--- src/rtl/core/ssc_pkg.sv ---
package ssc_pkg;

    localparam int MODE_W = 4;

    localparam logic [MODE_W-1:0] MODE_NONE            = 4'd0;
    localparam logic [MODE_W-1:0] MODE_FILL            = 4'd1;
    localparam logic [MODE_W-1:0] MODE_UNIFORM         = 4'd2;
    localparam logic [MODE_W-1:0] MODE_UNIFORM_TO_FILL = 4'd3;
    localparam logic [MODE_W-1:0] MODE_FILL_WIDTH      = 4'd4;
    localparam logic [MODE_W-1:0] MODE_FILL_HEIGHT     = 4'd5;
    localparam logic [MODE_W-1:0] MODE_PERCENT         = 4'd6;
    localparam logic [MODE_W-1:0] MODE_EXPAND_WIDTH    = 4'd7;
    localparam logic [MODE_W-1:0] MODE_EXPAND_HEIGHT   = 4'd8;

    // internal operation after the expand modes are resolved
    localparam int OP_W = 3;

    localparam logic [OP_W-1:0] OP_NONE    = 3'd0;
    localparam logic [OP_W-1:0] OP_FILL    = 3'd1;
    localparam logic [OP_W-1:0] OP_UNIFORM = 3'd2;
    localparam logic [OP_W-1:0] OP_UTF     = 3'd3;
    localparam logic [OP_W-1:0] OP_FILL_W  = 3'd4;
    localparam logic [OP_W-1:0] OP_FILL_H  = 3'd5;
    localparam logic [OP_W-1:0] OP_PERCENT = 3'd6;

    typedef struct packed {
        logic full;
        logic empty;
    } q_stat_t;

endpackage

--- src/rtl/core/ssc_front.sv ---
module ssc_front #(
    parameter int W = 24,
    parameter int F = 16
) (
    input  logic                          clk,
    input  logic                          rst_n,
    input  logic                          in_valid,
    output logic                          in_ready,
    input  logic [ssc_pkg::MODE_W-1:0]    mode,
    input  logic [W-1:0]                  self_width,
    input  logic [W-1:0]                  self_height,
    input  logic [W-1:0]                  target_width,
    input  logic [W-1:0]                  target_height,
    input  logic [W-1:0]                  percent_x,
    input  logic [W-1:0]                  percent_y,
    input  ssc_pkg::q_stat_t              q_stat,
    output logic                          push,
    output logic [ssc_pkg::OP_W+4*W-1:0]  q_data
);
    import ssc_pkg::*;

    logic [OP_W-1:0] op_next;

    logic            f1_valid_reg;
    logic [OP_W-1:0] f1_op_reg;
    logic [W-1:0]    f1_sw_reg, f1_sh_reg, f1_tw_reg, f1_th_reg, f1_px_reg, f1_py_reg;

    logic            f2_valid_reg;
    logic [OP_W-1:0] f2_op_reg;
    logic [W-1:0]    f2_sw_reg, f2_sh_reg, f2_tw_reg, f2_th_reg;
    logic [2*W-1:0]  f2_pw_reg, f2_ph_reg;

    logic            f1_ready, f2_ready;
    logic [2*W-1:0]  pw_shift, ph_shift;
    logic [W-1:0]    pw_sat, ph_sat, nx, ny;

    always_comb
    begin
        unique case (mode)
            MODE_FILL:            op_next = OP_FILL;
            MODE_UNIFORM:         op_next = OP_UNIFORM;
            MODE_UNIFORM_TO_FILL: op_next = OP_UTF;
            MODE_FILL_WIDTH:      op_next = OP_FILL_W;
            MODE_FILL_HEIGHT:     op_next = OP_FILL_H;
            MODE_PERCENT:         op_next = OP_PERCENT;
            MODE_EXPAND_WIDTH:
                op_next = (target_width > self_width) ? OP_FILL_W : OP_NONE;
            MODE_EXPAND_HEIGHT:
                op_next = (target_height > self_height) ? OP_FILL_H : OP_NONE;
            default:              op_next = OP_NONE;
        endcase
    end

    assign f2_ready = !f2_valid_reg || !q_stat.full;
    assign f1_ready = !f1_valid_reg || f2_ready;
    assign in_ready = f1_ready;
    assign push     = f2_valid_reg && !q_stat.full;

    always_ff @(posedge clk or negedge rst_n)
    begin
        if (!rst_n)
        begin
            f1_valid_reg <= 1'b0;
            f2_valid_reg <= 1'b0;
        end
        else
        begin
            if (f1_ready)
            begin
                f1_valid_reg <= in_valid;
            end
            if (f2_ready)
            begin
                f2_valid_reg <= f1_valid_reg;
            end
        end
    end

    always_ff @(posedge clk)
    begin
        if (f1_ready && in_valid)
        begin
            f1_op_reg <= op_next;
            f1_sw_reg <= self_width;
            f1_sh_reg <= self_height;
            f1_tw_reg <= target_width;
            f1_th_reg <= target_height;
            f1_px_reg <= percent_x;
            f1_py_reg <= percent_y;
        end
        if (f2_ready && f1_valid_reg)
        begin
            f2_op_reg <= f1_op_reg;
            f2_sw_reg <= f1_sw_reg;
            f2_sh_reg <= f1_sh_reg;
            f2_tw_reg <= f1_tw_reg;
            f2_th_reg <= f1_th_reg;
            f2_pw_reg <= (2*W)'(f1_tw_reg) * (2*W)'(f1_px_reg);
            f2_ph_reg <= (2*W)'(f1_th_reg) * (2*W)'(f1_py_reg);
        end
    end

    // percent size: drop scale fraction, saturate
    assign pw_shift = f2_pw_reg >> F;
    assign ph_shift = f2_ph_reg >> F;
    assign pw_sat   = (|pw_shift[2*W-1:W]) ? '1 : pw_shift[W-1:0];
    assign ph_sat   = (|ph_shift[2*W-1:W]) ? '1 : ph_shift[W-1:0];

    assign nx = (f2_op_reg == OP_PERCENT) ? pw_sat : f2_tw_reg;
    assign ny = (f2_op_reg == OP_PERCENT) ? ph_sat : f2_th_reg;

    assign q_data = {f2_op_reg, f2_sw_reg, f2_sh_reg, nx, ny};

endmodule

--- config.mk ---
export PLATFORM = sky130hd
export DESIGN_NAME = ssc_front
export DESIGN_NICKNAME = d
export VERILOG_FILES = /design/src/rtl/core/ssc_pkg.sv /design/src/rtl/core/ssc_front.sv
export SDC_FILE = /design/constraint.sdc
export NUM_CORES = 2
export LEC_CHECK = 0
export BUFFER_PORTS_ARGS = -buffer_cell sky130_fd_sc_hd__buf_2
export CORE_MARGIN = 5
export CORE_UTILIZATION = 25
export CTS_CLUSTER_DIAMETER = 40
export CTS_CLUSTER_SIZE = 28
export DETAILED_ROUTE_END_ITERATION = 6
export PLACE_DENSITY = 0.45
export SETUP_SLACK_MARGIN = 0.3
export SYNTH_ARGS = -nofsm -noshare
export SYNTH_HDL_FRONTEND = slang
export SYNTH_SLANG_ARGS = --single-unit
--- constraint.sdc ---
create_clock -name clk -period 27.2 [get_ports clk]
set_clock_uncertainty 0.1 [all_clocks]
set_input_delay 6.8 -clock clk [delete_from_list [all_inputs] [get_ports clk]]
set_output_delay 6.8 -clock clk [all_outputs]
set_load 0.05 [all_outputs]
; ---- Word level (Yosys, flattened, before mapping)
; Cells that the tools add are included.
[word_totals]
latchBits = 0
n_memories = 0
romBits = 0
out_inout_bits = 101
ff_bits = 344
mem_bits_rw = 0
input_bits = 153
[classes]
eq_ne = 9
magnitude_cmp = 2
n_div = 0
n_mux = 7
multipliers = 2
add_sub_neg = 0
n_reduce_logical = 10
n_bitwise = 0
shifts = 0
[op_table]
columns = op, n
row1 = 24-bit by 24-bit multiplier with 48-bit output, 2
row2 = 24-bit two-way mux, 4
row3 = 24-bit greater-than comparator, 2
row4 = 3-bit one-hot mux with 8 select lines, 1
row5 = 4-bit by 3-bit == test with 1-bit output (second input constant), 4
row6 = 8-bit OR reduction, 2
row7 = 4-bit by 2-bit == test with 1-bit output (second input constant), 2
row8 = 3-bit two-way mux, 2
row9 = 4-bit by 1-bit == test with 1-bit output (second input constant), 1
row10 = 4-bit == test (second input constant), 1
row11 = 3-bit == test (second input constant), 1
row12 = 1-bit logical AND, 3
row13 = 1-bit logical NOT, 3
row14 = 1-bit logical OR, 2

; ---- Depth between registers and ports, before layout
[depth]
ltp_word = 4
depth_mapped = 26
mapped_depth_nobuf = 24

; ---- Worst setup path after synthesis
; Ideal clock, no wire load.
[synth_path]
path_kind = in2reg
startpoint = input q_stat[1] in the netlist's numbering
endpoint = register f2_op_reg[0] (enable)
cell_stages = 1
t_arrival_ns = 18.559
slack_ns = 7.608
setup_time_ns = 0.933
path_cell_list = a21boi_0
[synth_via]
elab_chain_cells = 3
[synth_lines]
columns = element, line_no
row1 = "start, declared", ssc_front.sv:16  ; input ssc_pkg::q_stat_t q_stat,
row2 = 1-bit logical NOT, ssc_front.sv:54  ; assign f2_ready = !f2_valid_reg || !q_stat.full;
row3 = 1-bit logical OR, ssc_front.sv:54
row4 = 1-bit logical AND, ssc_front.sv:91  ; if (f2_ready && f1_valid_reg)
row5 = "end signal, assigned", ssc_front.sv:93  ; f2_op_reg <= f1_op_reg;
row6 = "end, declared", ssc_front.sv:29  ; logic [OP_W-1:0] f2_op_reg;
; Every way passes these cells.
; A chain may end at the register's enable or synchronous reset.

; ---- Worst setup path in the final report
[layout_path]
startpoint = input q_stat[1] in the netlist's numbering
endpoint = output push
[layout_via]
elab_chain_cells = 2
[layout_lines]
columns = element, line_no
row1 = 1-bit logical NOT, ssc_front.sv:57  ; assign push = f2_valid_reg && !q_stat.full;
row2 = 1-bit logical AND, ssc_front.sv:57
row3 = "end, declared", ssc_front.sv:17  ; output logic push,
; Every way passes these cells.

==> run metrics <==
status=finished clean; fillers=20300; Final Cycle Share=52.4%; Num CTS Buffers=70; list of most frequent post-synthesis cells=inv_1, fa_1, nand2_1; Area Growth Syn to Fin=14.1%; CTS tree=done; gpl congestion=0.823; Hold Vio Cnt, Final=0; RR Startpoint=f1_px_reg[0]; FMAX=0.0702 GHz; root buf cell=clkbuf_16; Worst setup EP type=primary output; drt pass-1 iters=7; DR vias=33600; Syn Nets=6332; chip width=451 um; Synth area leaders=fa_1, edfxtp_1, ha_1, inv_1, and2_1; Avg Cell Area, Syn=10.1 um^2; YS warnings=0; most common cell in the netlist=inv_1; crit-path max FO=4; H-tree depth=3; DRC Markers=0; global-route wire length before repair=235000 um; hold path startpoint=f1_sh_reg[20]; TNS Setup=0 ns; Critical Path Start=q_stat[1]; WP data arrival=7.34 ns; Total Wirelength=154000 um; layout cells sized above 1=9.49%; required time of the critical path=20.30 ns; Worst-path clk slew=0.05 ns; Post-Syn Instances=4829; Max-cap violations=0; initial antenna violation count=16; IO buf count=252; NumNets Final=6537; total grt overflow=0; leading area contributor after synthesis=fa_1; count of cell types in the netlist=67; Min-Delay Path Class=flop to flop; crit path time final=14.24 ns; routed len/inst=20.2 um; starting density of the core=25.2%; DP HPWL=111000 um; worst-margin pin slew=1.21 ns; Routed Antenna Nets=0; share of synthesized registers carrying an async set or reset=0.641%; Detailed Route Iter0 Violations=1689; Post-synth EDFFs=310; pin count of the biggest net entering global routing=109; CTS resizes=0; Crit Path Category=primary input to primary output; vias in the first global route=36900; clk buf depth=3; drt via density=4.41; Rel. slew slack=19.6%; CORE AREA=0.193 mm^2; max-slew violations=0; # hold bufs at CTS=0; die area=0.203 mm^2; critical path startpoint category=primary input; final setup fails=0; clock sink count=312; Chip Height=451 um; Post CTS Setup Buffer Count=0; sequential share of the synthesized area=19.3%; Cell Area, Synth=0.0485 mm^2; area share of the largest cell type after synthesis=39.7%; FF+latch count, synth=312; total track usage=15.4%; Skew-Pair Late Insertion Delay=0.69 ns; Top FF cell, synth=edfxtp_1; Ports=254; Site Rows=161; RSZ-0062 raised after global routing=false
-- layout make-up --
| cell class | count | area (um^2) | share of cell area, % |
|---|---|---|---|
| flip-flops and latches | 312 | 9360 | 16.9 |
| clock buffers | 74 | 1770 | 3.19 |
| inverters | 1164 | 4370 | 7.89 |
| multi-input cells | 3133 | 34000 | 61.4 |
| well taps | 2526 | 3160 | 5.71 |
| repair buffers | 353 | 2030 | 3.67 |
| clock inverters | 55 | 679 | 1.23 |
| diodes | 5 | 12.5 | 0.0226 |
-- cell families (layout without fill, tap and decap cells) --
logic type / after synthesis / in the layout / synth area share [%]
simple gates: 1361 / 1361 / 14.0
compound gates: 355 / 355 / 5.08
mux: 2 / 2 / 0.0412
fa+ha+maj: 1350 / 1350 / 49.7
flops: 312 / 312 / 19.3
buf+inv: 1384 / 1646 / 10.7
xor+xnor: 65 / 65 / 1.17
other cells: 0 / 5 / 0
-- per-layer routing --
layer  global-route usage [%]  wire length, um  part of all wire, %
met1                     20.2            67300                   44
met2                     26.1            74700                   49
met3                     2.15             6640                  4.3
met4                     5.30             5390                  3.5
met5                        0                0                    0
-- layout by cell type, fill, tap and decap left out, types with 13 or more instances in the layout --
master | synthesis | final
a21oi_1 | 87 | 87
nand3_1 | 20 | 20
xnor2_1 | 42 | 42
edfxtp_1 | 310 | 310
fa_1 | 962 | 962
ha_1 | 388 | 388
nor2_1 | 49 | 49
o21ai_0 | 37 | 37
a21o_1 | 83 | 83
nand2_1 | 627 | 627
nand4_1 | 37 | 37
o21bai_1 | 13 | 13
xor2_1 | 23 | 23
and2_1 | 566 | 565
inv_6 | 0 | 13
buf_2 | 0 | 252
o22a_1 | 48 | 48
buf_4 | 0 | 100
inv_1 | 1164 | 1164
clkbuf_16 | 0 | 70
-- path summary, 6_finish.rpt --
kind	end	slack [ns]	cells past startpoint
setup / recovery	push	12.96	3
hold / removal	f2_sh_reg[20]	0.31	0
setup reg to reg	f2_pw_reg[41]	19.17	21
hold reg to reg	f2_sh_reg[20]	0.31	0
max in group asynchronous	f1_valid_reg	21.09	1
min in group asynchronous	f2_valid_reg	5.82	1
-- worst max-delay path, cell delays in order --
cell and delay (ns):
buf_2 0.13, nor2b_1 0.12, buf_2 0.28
-- through the flow --
stage	cells	hold WS [ns]	utilization, %	setup WS (ns)	area [um^2]
4_1_cts	7617	0.310	28.7	12.95	55400
5_1_grt	7620	0.317	28.7	12.93	55400
3_5_place_dp	7488	0.305	27.4	12.95	52900
6_report	7622	0.310	28.7	12.96	55400
2_1_floorplan	4829	0.300	-	7.61	48500
3_3_place_gp	7488	0.301	27.4	12.97	52900
Power is left out: the tool's default activity adds up to more than one toggle a clock period on the data nets, which glitch-free logic cannot reach.
