`src/rtl/core/ssc_pkg.sv`:
```
package ssc_pkg;

    localparam int MODE_W = 4;

    localparam logic [MODE_W-1:0] MODE_NONE            = 4'd0;
    localparam logic [MODE_W-1:0] MODE_FILL            = 4'd1;
    localparam logic [MODE_W-1:0] MODE_UNIFORM         = 4'd2;
    localparam logic [MODE_W-1:0] MODE_UNIFORM_TO_FILL = 4'd3;
    localparam logic [MODE_W-1:0] MODE_FILL_WIDTH      = 4'd4;
    localparam logic [MODE_W-1:0] MODE_FILL_HEIGHT     = 4'd5;
    localparam logic [MODE_W-1:0] MODE_PERCENT         = 4'd6;
    localparam logic [MODE_W-1:0] MODE_EXPAND_WIDTH    = 4'd7;
    localparam logic [MODE_W-1:0] MODE_EXPAND_HEIGHT   = 4'd8;

    // internal operation after the expand modes are resolved
    localparam int OP_W = 3;

    localparam logic [OP_W-1:0] OP_NONE    = 3'd0;
    localparam logic [OP_W-1:0] OP_FILL    = 3'd1;
    localparam logic [OP_W-1:0] OP_UNIFORM = 3'd2;
    localparam logic [OP_W-1:0] OP_UTF     = 3'd3;
    localparam logic [OP_W-1:0] OP_FILL_W  = 3'd4;
    localparam logic [OP_W-1:0] OP_FILL_H  = 3'd5;
    localparam logic [OP_W-1:0] OP_PERCENT = 3'd6;

    typedef struct packed {
        logic full;
        logic empty;
    } q_stat_t;

endpackage

```
`src/rtl/core/ssc_queue.sv`:
```
module ssc_queue #(
    parameter int DW    = 100,
    parameter int DEPTH = 4
) (
    input  logic            clk,
    input  logic            rst_n,
    input  logic            push,
    input  logic [DW-1:0]   wdata,
    input  logic            pop,
    output logic [DW-1:0]   rdata,
    output ssc_pkg::q_stat_t stat
);
    import ssc_pkg::*;

    localparam int AW = (DEPTH > 1) ? $clog2(DEPTH) : 1;

    logic [DW-1:0] mem [0:DEPTH-1];
    logic [AW-1:0] wr_ptr_reg, rd_ptr_reg;
    logic [AW:0]   count_reg;

    function automatic logic [AW-1:0] inc_ptr(input logic [AW-1:0] p);
        return (p == AW'(DEPTH - 1)) ? '0 : p + AW'(1);
    endfunction

    assign stat.full  = (count_reg == (AW+1)'(DEPTH));
    assign stat.empty = (count_reg == '0);
    assign rdata      = mem[rd_ptr_reg];

    always_ff @(posedge clk)
    begin
        if (push)
        begin
            mem[wr_ptr_reg] <= wdata;
        end
    end

    always_ff @(posedge clk or negedge rst_n)
    begin
        if (!rst_n)
        begin
            wr_ptr_reg <= '0;
            rd_ptr_reg <= '0;
            count_reg  <= '0;
        end
        else
        begin
            if (push)
            begin
                wr_ptr_reg <= inc_ptr(wr_ptr_reg);
            end
            if (pop)
            begin
                rd_ptr_reg <= inc_ptr(rd_ptr_reg);
            end
            if (push && !pop)
            begin
                count_reg <= count_reg + 1'b1;
            end
            else if (pop && !push)
            begin
                count_reg <= count_reg - 1'b1;
            end
        end
    end

endmodule

```
`config.mk`:
```
export PLATFORM = sky130hd
export DESIGN_NAME = ssc_queue
export DESIGN_NICKNAME = d
export VERILOG_FILES = /design/src/rtl/core/ssc_pkg.sv /design/src/rtl/core/ssc_queue.sv
export SDC_FILE = /design/constraint.sdc
export NUM_CORES = 1
export LEC_CHECK = 0
export ABC_AREA = 1
export BUFFER_PORTS_ARGS = -buffer_cell sky130_fd_sc_hd__buf_2
export CAP_MARGIN = 5
export CORE_MARGIN = 2
export CORE_UTILIZATION = 52
export DETAILED_ROUTE_END_ITERATION = 8
export GPL_TIMING_DRIVEN = 0
export PLACE_DENSITY = 0.86
export RECOVER_POWER = 100
export SETUP_SLACK_MARGIN = 0.1
export SLEW_MARGIN = 20
export SYNTH_ARGS = -nofsm -noshare
export SYNTH_HDL_FRONTEND = slang
export SYNTH_SLANG_ARGS = --single-unit
```
`constraint.sdc`:
```
create_clock -name clk -period 3.3 [get_ports clk]
set_clock_uncertainty 0.15 [all_clocks]
set_input_delay 0.66 -clock clk [delete_from_list [all_inputs] [get_ports clk]]
set_output_delay 0.66 -clock clk [all_outputs]
set_load 0.01 [all_outputs]
```
* Yosys cells after proc, flatten, opt, wreduce, memory -nomap -nowiden
Memories as Yosys holds them, arrays and structs flattened.
Index checks and enable logic that the tools add are counted.
** Cells by class
- Add/subtract/negate cells :: 4
- Mux-type cells :: 6
- Eq/ne operators :: 3
- Reduce and logical (&&, ||, !) cells :: 6
** Operators by type and width (count)
- 2-to-1 mux 3 bit :: 2
- adder 2 x 1 -> 2 bit, second input constant :: 2
- equality test 2 bit, second input constant :: 2
- 2-to-1 mux 2 bit :: 2
- adder 3 x 1 -> 3 bit, second input constant :: 1
- equality test 3 bit, second input constant :: 1
- zero test 3 bit :: 1
- subtractor 3 x 1 -> 3 bit, second input constant :: 1
- logical AND 1 bit :: 2
- zero test 1 bit :: 2
- 2-to-1 mux 1 bit :: 2
- nonzero test 2 bit :: 1
** Word-level totals
- Word-level logic and storage cells :: 23
- Memories :: 1
- Memory bits (writable) :: 400
- Register bits :: 7
- Input bits :: 104
** Memories
- mem :: depth 4, width 100, rd ports 1, clocked after Yosys merged registers in 0, write ports 1, RTL line ssc_queue.sv:17 : logic [DW-1:0] mem [0:DEPTH-1];

* Longest topological paths before layout
Gate-level depths: netlist of run 1.
- Depth in word-level cells :: 4
- Depth in mapped cells :: 9

* Worst setup path after synthesis of run 1
No wires, ideal clock.
- Path type :: input-to-reg
- From :: input port push
- To :: memory mem[3][0] (enable)
- Stages on the path :: 2
- Buffers on the path :: 0
- Slack :: 0.062 ns
- Arrival time :: 2.634 ns
- Required time :: 2.696 ns
- Path through :: nand2_1 inv_1
** On the way
- Longest elaborated chain between the ends :: 2
** Ends and longest elaborated chain
- start, declared :: RTL line ssc_queue.sv:7 : input logic push,
- 2-to-1 mux 1 bit :: RTL line ssc_queue.sv:31 : if (push)
- 2-to-1 mux 1 bit (implied by the code) :: RTL line ssc_queue.sv:33 : mem[wr_ptr_reg] <= wdata;
- end, declared :: RTL line ssc_queue.sv:17
Every way passes these cells.

* Worst setup path after layout of run 1
- From :: register rd_ptr_reg[1]
- To :: output port rdata[83]
** On the way
- Longest elaborated chain between the ends :: 1
** Ends and longest elaborated chain
- start, declared :: RTL line ssc_queue.sv:18 : logic [AW-1:0] wr_ptr_reg, rd_ptr_reg;
- start signal, assigned :: RTL line ssc_queue.sv:53 : rd_ptr_reg <= inc_ptr(rd_ptr_reg);
- memory (4 x 100 bit)
- end, declared :: RTL line ssc_queue.sv:10 : output logic [DW-1:0] rdata,
Every way passes these cells.

==> results.toml, run 1 <==
[run_status]
outcome = "complete, no violations"

[final_layout]
finalNonFillerCells = 1916
nets = 1596
largest_reg_flops = 400
syn2layout_area_growth_pct = 17.3
final_area_um2 = 19300
drive_gt1_share_pct = 9.92

[logic_synthesis]
yosys_warnings = 0
synthCells = 1219
yosys.area_share.simple_pct = 7.37
syn-cell-area_um2 = 16400
synth_edf_count = 400
synth_mux_area_share_pct = 0
yosys-top-cells-count = "400 x edfxtp_1, 315 x nand2_1, 212 x inv_1"
synth_top_family_by_area = "compound AO/OA/AOI/OAI gates"
synth_top_area_share_pct = 73.1
synth-seq-cells = 407
yosysSeqAreaShare_pct = 74.2
synth_area_per_cell_um2 = 13.5
syn_nets = 1330
synth-adder-area-share_pct = 0.579
async_flop_share_pct = 1.72
yosysTopAreaCell = "edfxtp_1"
synth_xor_area_share_pct = 0.0533
synth_most_common_cell = "edfxtp_1"
ys_top_cells_by_area = "edfxtp_1 73%, o211ai_1 9.1%, nand2_1 7.2%, inv_1 4.8%, buf_6 2.7%"
synthFlopType = "edfxtp_1"
synth-compound-area-share_pct = 9.26
yosysUniqueCellTypes = 18

[placement]
numPortBuffers = 205
dp_hpwl_um = 23200
placed_area_um2 = 18300
numPlacedInstances = 1842
gp_congestion = 0.773

[sta]
setup-tns-final_ns = 0
slew_headroom_pct = 41.1
rsz0062_at_grt = "no"
min_period_ns = 3.04
finalSetupViolations = 0
drv_slew = 0
worst_slew_pin_slew_ns = 0.878
whs_ns = 0.233
timing.final.crit_share_pct = 92.1
hold_viol = 0
timing.fmax_mhz = 329

[setup_path]
crit_path_start = "rd_ptr_reg[1]$_DFFE_PN0P_"
cp.required_ns = 2.49
crit_path_end_kind = "output pin"
crit_path_frequent_cell = "clkbuf_1"
path_class = "flip-flop to output pin"
critPathArrivalTime_ns = 2.23
critPathLaunchType = "flip-flop"
r2r_start = "wr_ptr_reg[0]$_DFFE_PN0P_"
r2r_cells = 6
r2r_slack_ns = 0.31
crit_end = "rdata[83]"
slowest_delay_ns = 0.52
worst_r2r_endpoint = "mem[3][40]$_DFFE_PP_"
path_cells = "buf_2, clkbuf_1, o211ai_1, nand2_1, clkbuf_1"
crit_slowest_cell = "clkbuf_1"
crit_fanout = 10

[floorplanning]
ios = 206
fp.dieW_um = 182
die_h_um = 182
core_um2 = 31300
dieArea_um2 = 33000
num_rows = 65
start_util_pct = 52.5

[global_route]
grt_util_all_layers_pct = 21.8
first_global_vias = 10300
grt-ovfl-total = 0
grt_pass1_wl_um = 55200
grt_max_degree = 31
grt_antenna_before_repair = 2

[detailed_routing]
drt-pass1-iter-count = 5
drc = 0
avgRoutedWirePerCell_um = 18.8
wl_um = 36100
via_per_inst = 5.30
vias = 10200
drt_iter0_markers = 823
postRouteAntennaNets = 0

[cts]
clockBufferDepth = 3
holdBufCountCts = 1
path_clk_slew_ns = 0.06
cts_buffers = 42
cts_sinks = 407
clock_tree.root_cell = "clkbuf_16"
clk_latency_ns = 0.53
htreeDepth = 2
cts_resized = 0
postCtsSetupBuffers = 0
cts_tree = "yes"

[run]
maxCapViolCount = 0

[power_and_ir_drop]
p_leak_nw = 7.44
powerDensity_nw_per_um2 = 873
peakVddDrop_mv = 0.602

[worst_hold_path]
hp-class = "primary input to flip-flop"
## worst min-delay path by stage
stage                                         from                   endpoint  slack [ns]  cells past startpoint
after floorplan                              rst_n   count_reg[0]$_DFFE_PN0P_        0.21                      0
after global placement    count_reg[2]$_DFFE_PN0P_   count_reg[2]$_DFFE_PN0P_        0.33                      2
after detailed placement                     rst_n  rd_ptr_reg[0]$_DFFE_PN0P_        0.36                      1
after CTS                                wdata[70]       mem[1][70]$_DFFE_PP_        0.17                      1
after global routing                     wdata[58]       mem[1][58]$_DFFE_PP_        0.21                      1
final                                    wdata[91]       mem[1][91]$_DFFE_PP_        0.23                      1
## worst max-delay path: cells and delay by family, from the launching register on
kind            cells  cell delay, ns
flops               1            0.37
simple gates        1            0.13
buf+inv             3            1.02
compound gates      1            0.19
## cell families after synthesis
| kind of cell | count (synthesis) |
|---|---|
| AOI/OAI and AO/OA | 204 |
| adders and majority gates | 7 |
| xor gates and xnor gates | 1 |
| DFF | 407 |
| buffers and inverters | 279 |
| and+or+nand+nor | 321 |
## cell usage in the layout, fill, tap and decap left out, drive strengths merged
cell,netlist,final
dlygate4sd3,0,1
o211ai,200,200
nand4,1,1
o21ai,4,4
ha,6,6
bufinv,0,2
clkinvlp,0,6
inv,213,209
clkinv,0,12
diode,0,2
nor3,2,2
nand2,315,315
nor2,2,2
nand3,1,1
xnor2,1,1
fa,1,1
clkbuf,5,260
dfrtp,7,7
buf,61,82
edfxtp,400,400
## stage by stage
| step | worst slack, ns | util (%) | total power, mW |
|---|---|---|---|
| 2_1_floorplan | 0.544 | - | 10.4 |
| 3_3_place_gp | -0.847 | 57.4 | 12.5 |
| 3_5_place_dp | 0.814 | 58.5 | 12.8 |
| 4_1_cts | 0.410 | 62.7 | 17.2 |
| 5_1_grt | 0.176 | 61.5 | 17.7 |
| 6_report | 0.259 | 61.6 | 16.8 |
## metal layers
layer  part of all wire (%)  track usage, %
met1                     40            27.2
met2                     50            37.9
met3                    8.1            5.27
met4                    2.4            6.99
met5                      0               0
## power by group
group          switching, mW  internal [mW]
Clock                   1.83           2.63
Sequential             0.207           6.62
Combinational           3.71           1.83
## area by class of cell
cell class / count / area [um2]
flip-flops and latches: 407 / 12200
fillers: 2305 / 12000
multi-input cells: 533 / 2840
clock buffers: 55 / 1160
repair buffers: 222 / 1030
inverters: 213 / 805
plain buffers: 66 / 606
well taps: 402 / 503
clock inverters: 16 / 136
diodes: 2 / 5.00
No activity file was read; power rests on OpenSTA's default activity.
==> inputs of run 2 (changes only) <==
Settings changed: CORE_UTILIZATION 52 to 58, PLACE_DENSITY 0.86 to 0.9.
Clock period 3.3 ns to 2.8 ns, I/O delays scaled along.
==> run 2 against run 1 <==
First-iteration DRC count grew 11%. Routed wire length grew 2.0%. Clock-buffer cell count shrank 7. Sequential power grew 18%. Critical path depth grew 1. Worst setup slack lost 0.10 ns. Cell count shrank 1.3%. Register-to-register slack lost 0.11 ns. Non-clock buffer count shrank 3. Combinational power grew 18%.
==> results.toml, run 2 (synthesis results as in run 1) <==
[setup_path]
crit_fanout = 10
cp.required_ns = 2.09
crit_path_end_kind = "output pin"
path_class = "flip-flop to output pin"
critPathArrivalTime_ns = 1.93
critPathLaunchType = "flip-flop"

[final_layout]
fill_cells = 1909
final_cell_mix = "400 x edfxtp_1, 314 x nand2_1, 208 x inv_1"
finalNonFillerCells = 1891
syn2layout_area_growth_pct = 16.7
largest_reg_flops = 400
seq_area_um2 = 12200
multiInputGateArea_um2 = 2840
final_common_cell = "edfxtp_1"
nets = 1591
drive_gt1_share_pct = 12.3

[detailed_routing]
postRouteAntennaNets = 0
avgRoutedWirePerCell_um = 19.5
via_per_inst = 5.41
wl_um = 36800
vias = 10200
drt_iter0_markers = 917
drc = 0
drt-pass1-iter-count = 5

[sta]
setup-tns-final_ns = 0
whs_ns = 0.140
setup_ws_ns = 0.159
timing.fmax_mhz = 379
worst_slew_pin_slew_ns = 0.945
slew_headroom_pct = 37.0
timing.final.crit_share_pct = 94.3
drv_slew = 0
finalSetupViolations = 0
hold_viol = 0
rsz0062_at_grt = "yes"
min_period_ns = 2.64

[global_route]
first_global_vias = 10400
grt_util_all_layers_pct = 24.8
grt_antenna_before_repair = 7
grt_pass1_wl_um = 55100
grt-ovfl-total = 0
grt_max_degree = 32

[floorplanning]
die_h_um = 172
dieArea_um2 = 29700
start_util_pct = 59.0
ios = 206
core_um2 = 27900
num_rows = 61
fp.dieW_um = 172

[placement]
dp_hpwl_um = 23300
numPlacedInstances = 1815
place_ws_ns = 0.276
gp_congestion = 0.769
numPortBuffers = 205

[cts]
clock_tree.root_cell = "clkbuf_16"
clk_latency_ns = 0.51
postCtsSetupBuffers = 0
cts_sinks = 407
htreeDepth = 2
cts_buffers = 40
path_clk_slew_ns = 0.06
clockBufferDepth = 3
cts_tree = "yes"

[power_and_ir_drop]
peakVddDrop_mv = 0.770
powerDensity_nw_per_um2 = 1030
p_leak_nw = 7.49

[worst_hold_path]
hp-class = "primary input to flip-flop"

[run_status]
outcome = "complete, no violations"

[run]
maxCapViolCount = 0
## run 2: cell count changes in the layout (fill, tap and decap cells not counted), sizes merged
cell      change
clkbuf       -18
buf           +8
diode         +3
bufinv        +2
clkinvlp      +2
clkinv        +1
inv           +1
## run 2: timing repair
action / 4_1_cts / 5_1_grt
pin swaps: 0 / 0
gates resized for setup: 1 / 7
hold endpoints to repair: 7 / 0
setup endpoints to repair: 28 / 86
hold buffers: 1 / 0
## run 2: power breakdown
| part | internal, mW | switching, mW |
|---|---|---|
| Sequential | 7.81 | 0.256 |
| Clock | 3.05 | 2.15 |
| Combinational | 2.19 | 4.37 |
| Total | 13.1 | 6.77 |
## run 2: layout make-up
cell class,instances,share of cell area [%]
multi-input combinational,533,14.8
clock buffer,48,5.49
antenna,5,0.0653
sequential,407,63.6
buffer,66,3.27
tap,378,2.47
timing repair buffer,219,4.95
clock inverter,22,1.13
inverter,213,4.24
## run 2: final timing paths
check | cells after the start | endpoint | start | slack (ns)
max in group asynchronous | 2 | wr_ptr_reg[1]$_DFFE_PN0P_ | rst_n | 1.87
min in group asynchronous | 2 | rd_ptr_reg[0]$_DFFE_PN0P_ | rst_n | 0.34
setup reg to reg | 5 | mem[3][38]$_DFFE_PP_ | wr_ptr_reg[0]$_DFFE_PN0P_ | 0.20
hold / removal | 1 | mem[3][88]$_DFFE_PP_ | wdata[88] | 0.14
setup / recovery | 6 | rdata[83] | rd_ptr_reg[1]$_DFFE_PN0P_ | 0.16
hold reg to reg | 2 | count_reg[2]$_DFFE_PN0P_ | count_reg[2]$_DFFE_PN0P_ | 0.37
## run 2: per-stage QoR
| stage | area, um2 | total power, mW | utilization [%] |
|---|---|---|---|
| after detailed placement | 18200 | 15.0 | 65.4 |
| after floorplan | 16500 | 12.2 | - |
| after global placement | 17900 | 14.7 | 64.4 |
| final | 19200 | 19.8 | 68.8 |
| after global routing | 19200 | 20.8 | 68.8 |
| after CTS | 19500 | 20.2 | 70.0 |
## run 2: metal layers
layer,part of all wire (%),track usage (%)
met1,38,30.2
met2,52,44.3
met3,8.4,5.97
met4,2.3,7.27
met5,0.065,0
## run 2: worst max-delay path, stage by stage (launching register included)
cell,delay [ns]
dfrtp_1,0.40
inv_1,0.08
buf_4,0.23
clkbuf_2,0.29
o211ai_1,0.14
nand2_1,0.11
clkbuf_1,0.16
==> inputs of run 3 (changes only) <==
Settings changed: ABC_AREA 1 to unset, CORE_UTILIZATION 58 to 57, CTS_CLUSTER_DIAMETER set to 30, PLACE_DENSITY 0.9 to 0.89.
==> run 3 against run 2 <==
Sequential power about the same. Highest routed layer is now met4. Utilization up 3.2 points. Sequential share of layout area up 1.9 points. Synthesized cell count down 54%. First-iteration DRC count down 38%. Maximum frequency down 3.2%. Via count down 32%. Worst setup slack worse by 0.089 ns.
==> results.toml, run 3 <==
[logic_synthesis]
yosysUniqueCellTypes = 19
synthCells = 559
yosysTopAreaCell = "edfxtp_1"
yosys_warnings = 0
synthFlopType = "edfxtp_1"
syn_nets = 670
yosysSeqAreaShare_pct = 82.1
synth_most_common_cell = "edfxtp_1"
synth_edf_count = 400
synth_area_per_cell_um2 = 26.6
syn-cell-area_um2 = 14800
ys_top_cells_by_area = "edfxtp_1 81%, mux4_2 15%, dfrtp_1 1.2%, buf_6 0.68%, ha_1 0.51%"
synth_top_area_share_pct = 80.9
yosys-top-cells-count = "400 x edfxtp_1, 100 x mux4_2, 10 x buf_2"
async_flop_share_pct = 1.72
synth-seq-cells = 407

[final_layout]
syn2layout_area_growth_pct = 25.4
largest_reg_flops = 400
drive_gt1_share_pct = 34.5
final_common_cell = "edfxtp_1"
final_cell_mix = "400 x edfxtp_1, 148 x clkbuf_1, 100 x mux4_2"
final_util_pct = 72.0
final_area_um2 = 18600
fill_cells = 1513
n_antenna_cell = 0
nets = 955

[power_and_ir_drop]
peakVddDrop_mv = 0.798
p_switching_mw = 5.95
powerDensity_nw_per_um2 = 1150
pwr-share-seq_pct = 37.6
internal_power_mw = 15.5
power_frac_comb_pct = 25.0
p_clk_share_pct = 37.4
switching_share_pct = 27.7
p_leak_nw = 6.24

[sta]
worst_slew_pin_slew_ns = 1.29
finalSetupViolations = 0
drv_slew = 0
slew_headroom_pct = 14.2
timing.final.crit_share_pct = 97.5
hold_viol = 0
min_period_ns = 2.73
timing.fmax_mhz = 366
setup-tns-final_ns = 0
rsz0062_at_grt = "yes"

[global_route]
grt_pass1_wl_um = 42500
met2_usage_pct = 35.9
grt_util_met3_pct = 5.92
first_global_vias = 7488
grt_max_degree = 45
grt-ovfl-total = 0
grt_antenna_before_repair = 0
grt_util_all_layers_pct = 21.4
use_met1_pct = 27.1
grt-busiest-layer = "met2"

[cts]
clockBufferDepth = 3
path_clk_slew_ns = 0.06
cts_buffers = 67
clock_tree.root_cell = "clkbuf_16"
cts_sinks = 407
cts_tree = "yes"
htreeDepth = 3
clk_latency_ns = 0.54

[setup_path]
r2r_slack_ns = 0.19
r2r_cells = 5
critPathArrivalTime_ns = 2.02
path_cells = "buf_12, buf_8, mux4_2, buf_2"
r2r_start = "wr_ptr_reg[1]$_DFFE_PN0P_"
crit_fanout = 10
crit_slowest_cell = "mux4_2"
path_class = "flip-flop to output pin"
critPathLaunchType = "flip-flop"
worst_r2r_endpoint = "mem[1][35]$_DFFE_PP_"
slowest_delay_ns = 0.52
cp.required_ns = 2.09
crit_path_end_kind = "output pin"

[placement]
gp_congestion = 0.697
numPortBuffers = 205
dp_hpwl_um = 16900
placed_area_um2 = 16500

[detailed_routing]
drt_iter0_markers = 570
via_per_inst = 5.62
postRouteAntennaNets = 0
drt-pass1-iter-count = 4
avgRoutedWirePerCell_um = 23.2
wl_um = 28600
drc = 0
vias = 6918

[worst_hold_path]
hold_end = "mem[0][57]$_DFFE_PP_"
hp-class = "primary input to flip-flop"
min_path_cells = 1
min_from = "wdata[57]"

[floorplanning]
die_h_um = 165
ios = 206
fp.dieW_um = 165
num_rows = 59
dieArea_um2 = 27400
core_um2 = 25800
start_util_pct = 57.5

[run]
maxCapViolCount = 0

[run_status]
outcome = "complete, no violations"
## run 3: cell types whose count changed after synthesis, sizes merged, moves of 4 or more
cell	before	now
nand2	315	2
inv	213	4
mux4	0	100
clkbuf	5	1
o211ai	200	0
buf	61	21
and2	0	4
## run 3: cell type report
type / instances / area [um2] / share of cell area [%]
flip-flops and latches: 407 / 12200 / 65.5
multi-input cells: 126 / 2480 / 13.3
repair buffers: 216 / 993 / 5.34
clock inverters: 46 / 504 / 2.71
clock buffers: 74 / 1750 / 9.38
plain buffers: 22 / 270 / 1.45
inverters: 4 / 15.0 / 0.0807
well taps: 335 / 419 / 2.25
## run 3: how the worst max path moves through the flow
stage	startpoint	end	slack, ns	cells past startpoint
3_3_place_gp	push	mem[0][38]$_DFFE_PP_	-0.68	2
4_1_cts	rd_ptr_reg[0]$_DFFE_PN0P_	rdata[52]	0.01	4
5_1_grt	rd_ptr_reg[0]$_DFFE_PN0P_	rdata[64]	0.006	4
3_5_place_dp	rd_ptr_reg[1]$_DFFE_PN0P_	rdata[74]	0.45	4
2_1_floorplan	wr_ptr_reg[0]$_DFFE_PN0P_	mem[2][0]$_DFFE_PP_	0.35	3
6_report	rd_ptr_reg[0]$_DFFE_PN0P_	rdata[64]	0.07	4
## run 3: layer usage
metal	vias up	routed length, um
met4	0	569
met3	44	2030
met5	-	0
met1	3603	10900
met2	249	15000
li1	3022	-
## run 3: repair_timing
| item | in CTS | in global routing |
|---|---|---|
| pin swaps | 0 | 0 |
| hold buffers | 1 | 0 |
| setup endpoints to repair | 99 | 82 |
| setup buffers | 0 | 2 |
| endpoints found under the hold margin | 7 | 0 |
| gates resized for setup | 19 | 11 |
## run 3: logic make-up (layout without fill, tap and decap cells)
kind of cell	after synthesis	after routing	synth area share [%]
AOI/OAI and AO/OA	2	2	0.0674
xor gates and xnor gates	3	3	0.177
adders and majority gates	7	7	0.641
buffers and inverters	26	362	1.25
DFF	407	407	82.1
muxes	103	103	15.4
and+or+nand+nor	11	11	0.379
## run 3: power by group through the flow
stage	registers, mW	logic (mW)	clock network, mW
2_1_floorplan	8.12	3.41	0
3_3_place_gp	8.19	5.18	0
3_5_place_dp	8.17	5.38	0
5_1_grt	8.16	5.80	8.44
4_1_cts	8.09	5.55	8.17
6_report	8.09	5.36	8.03
## run 3: through the flow
step	total power, mW	worst slack [ns]	std cells	hold WS, ns
2_1_floorplan	11.5	0.351	559	0.114
3_3_place_gp	13.4	-0.681	1099	0.250
3_5_place_dp	13.6	0.447	1107	0.256
4_1_cts	21.8	0.0134	1228	0.0491
5_1_grt	22.4	0.00627	1230	0.115
6_report	21.5	0.0701	1230	0.120
## run 3: worst max-delay path: cells and delay by family, from the launching register on
family | cells | cell delay [ns]
muxes | 1 | 0.52
buffers and inverters | 3 | 0.54
DFF | 1 | 0.41
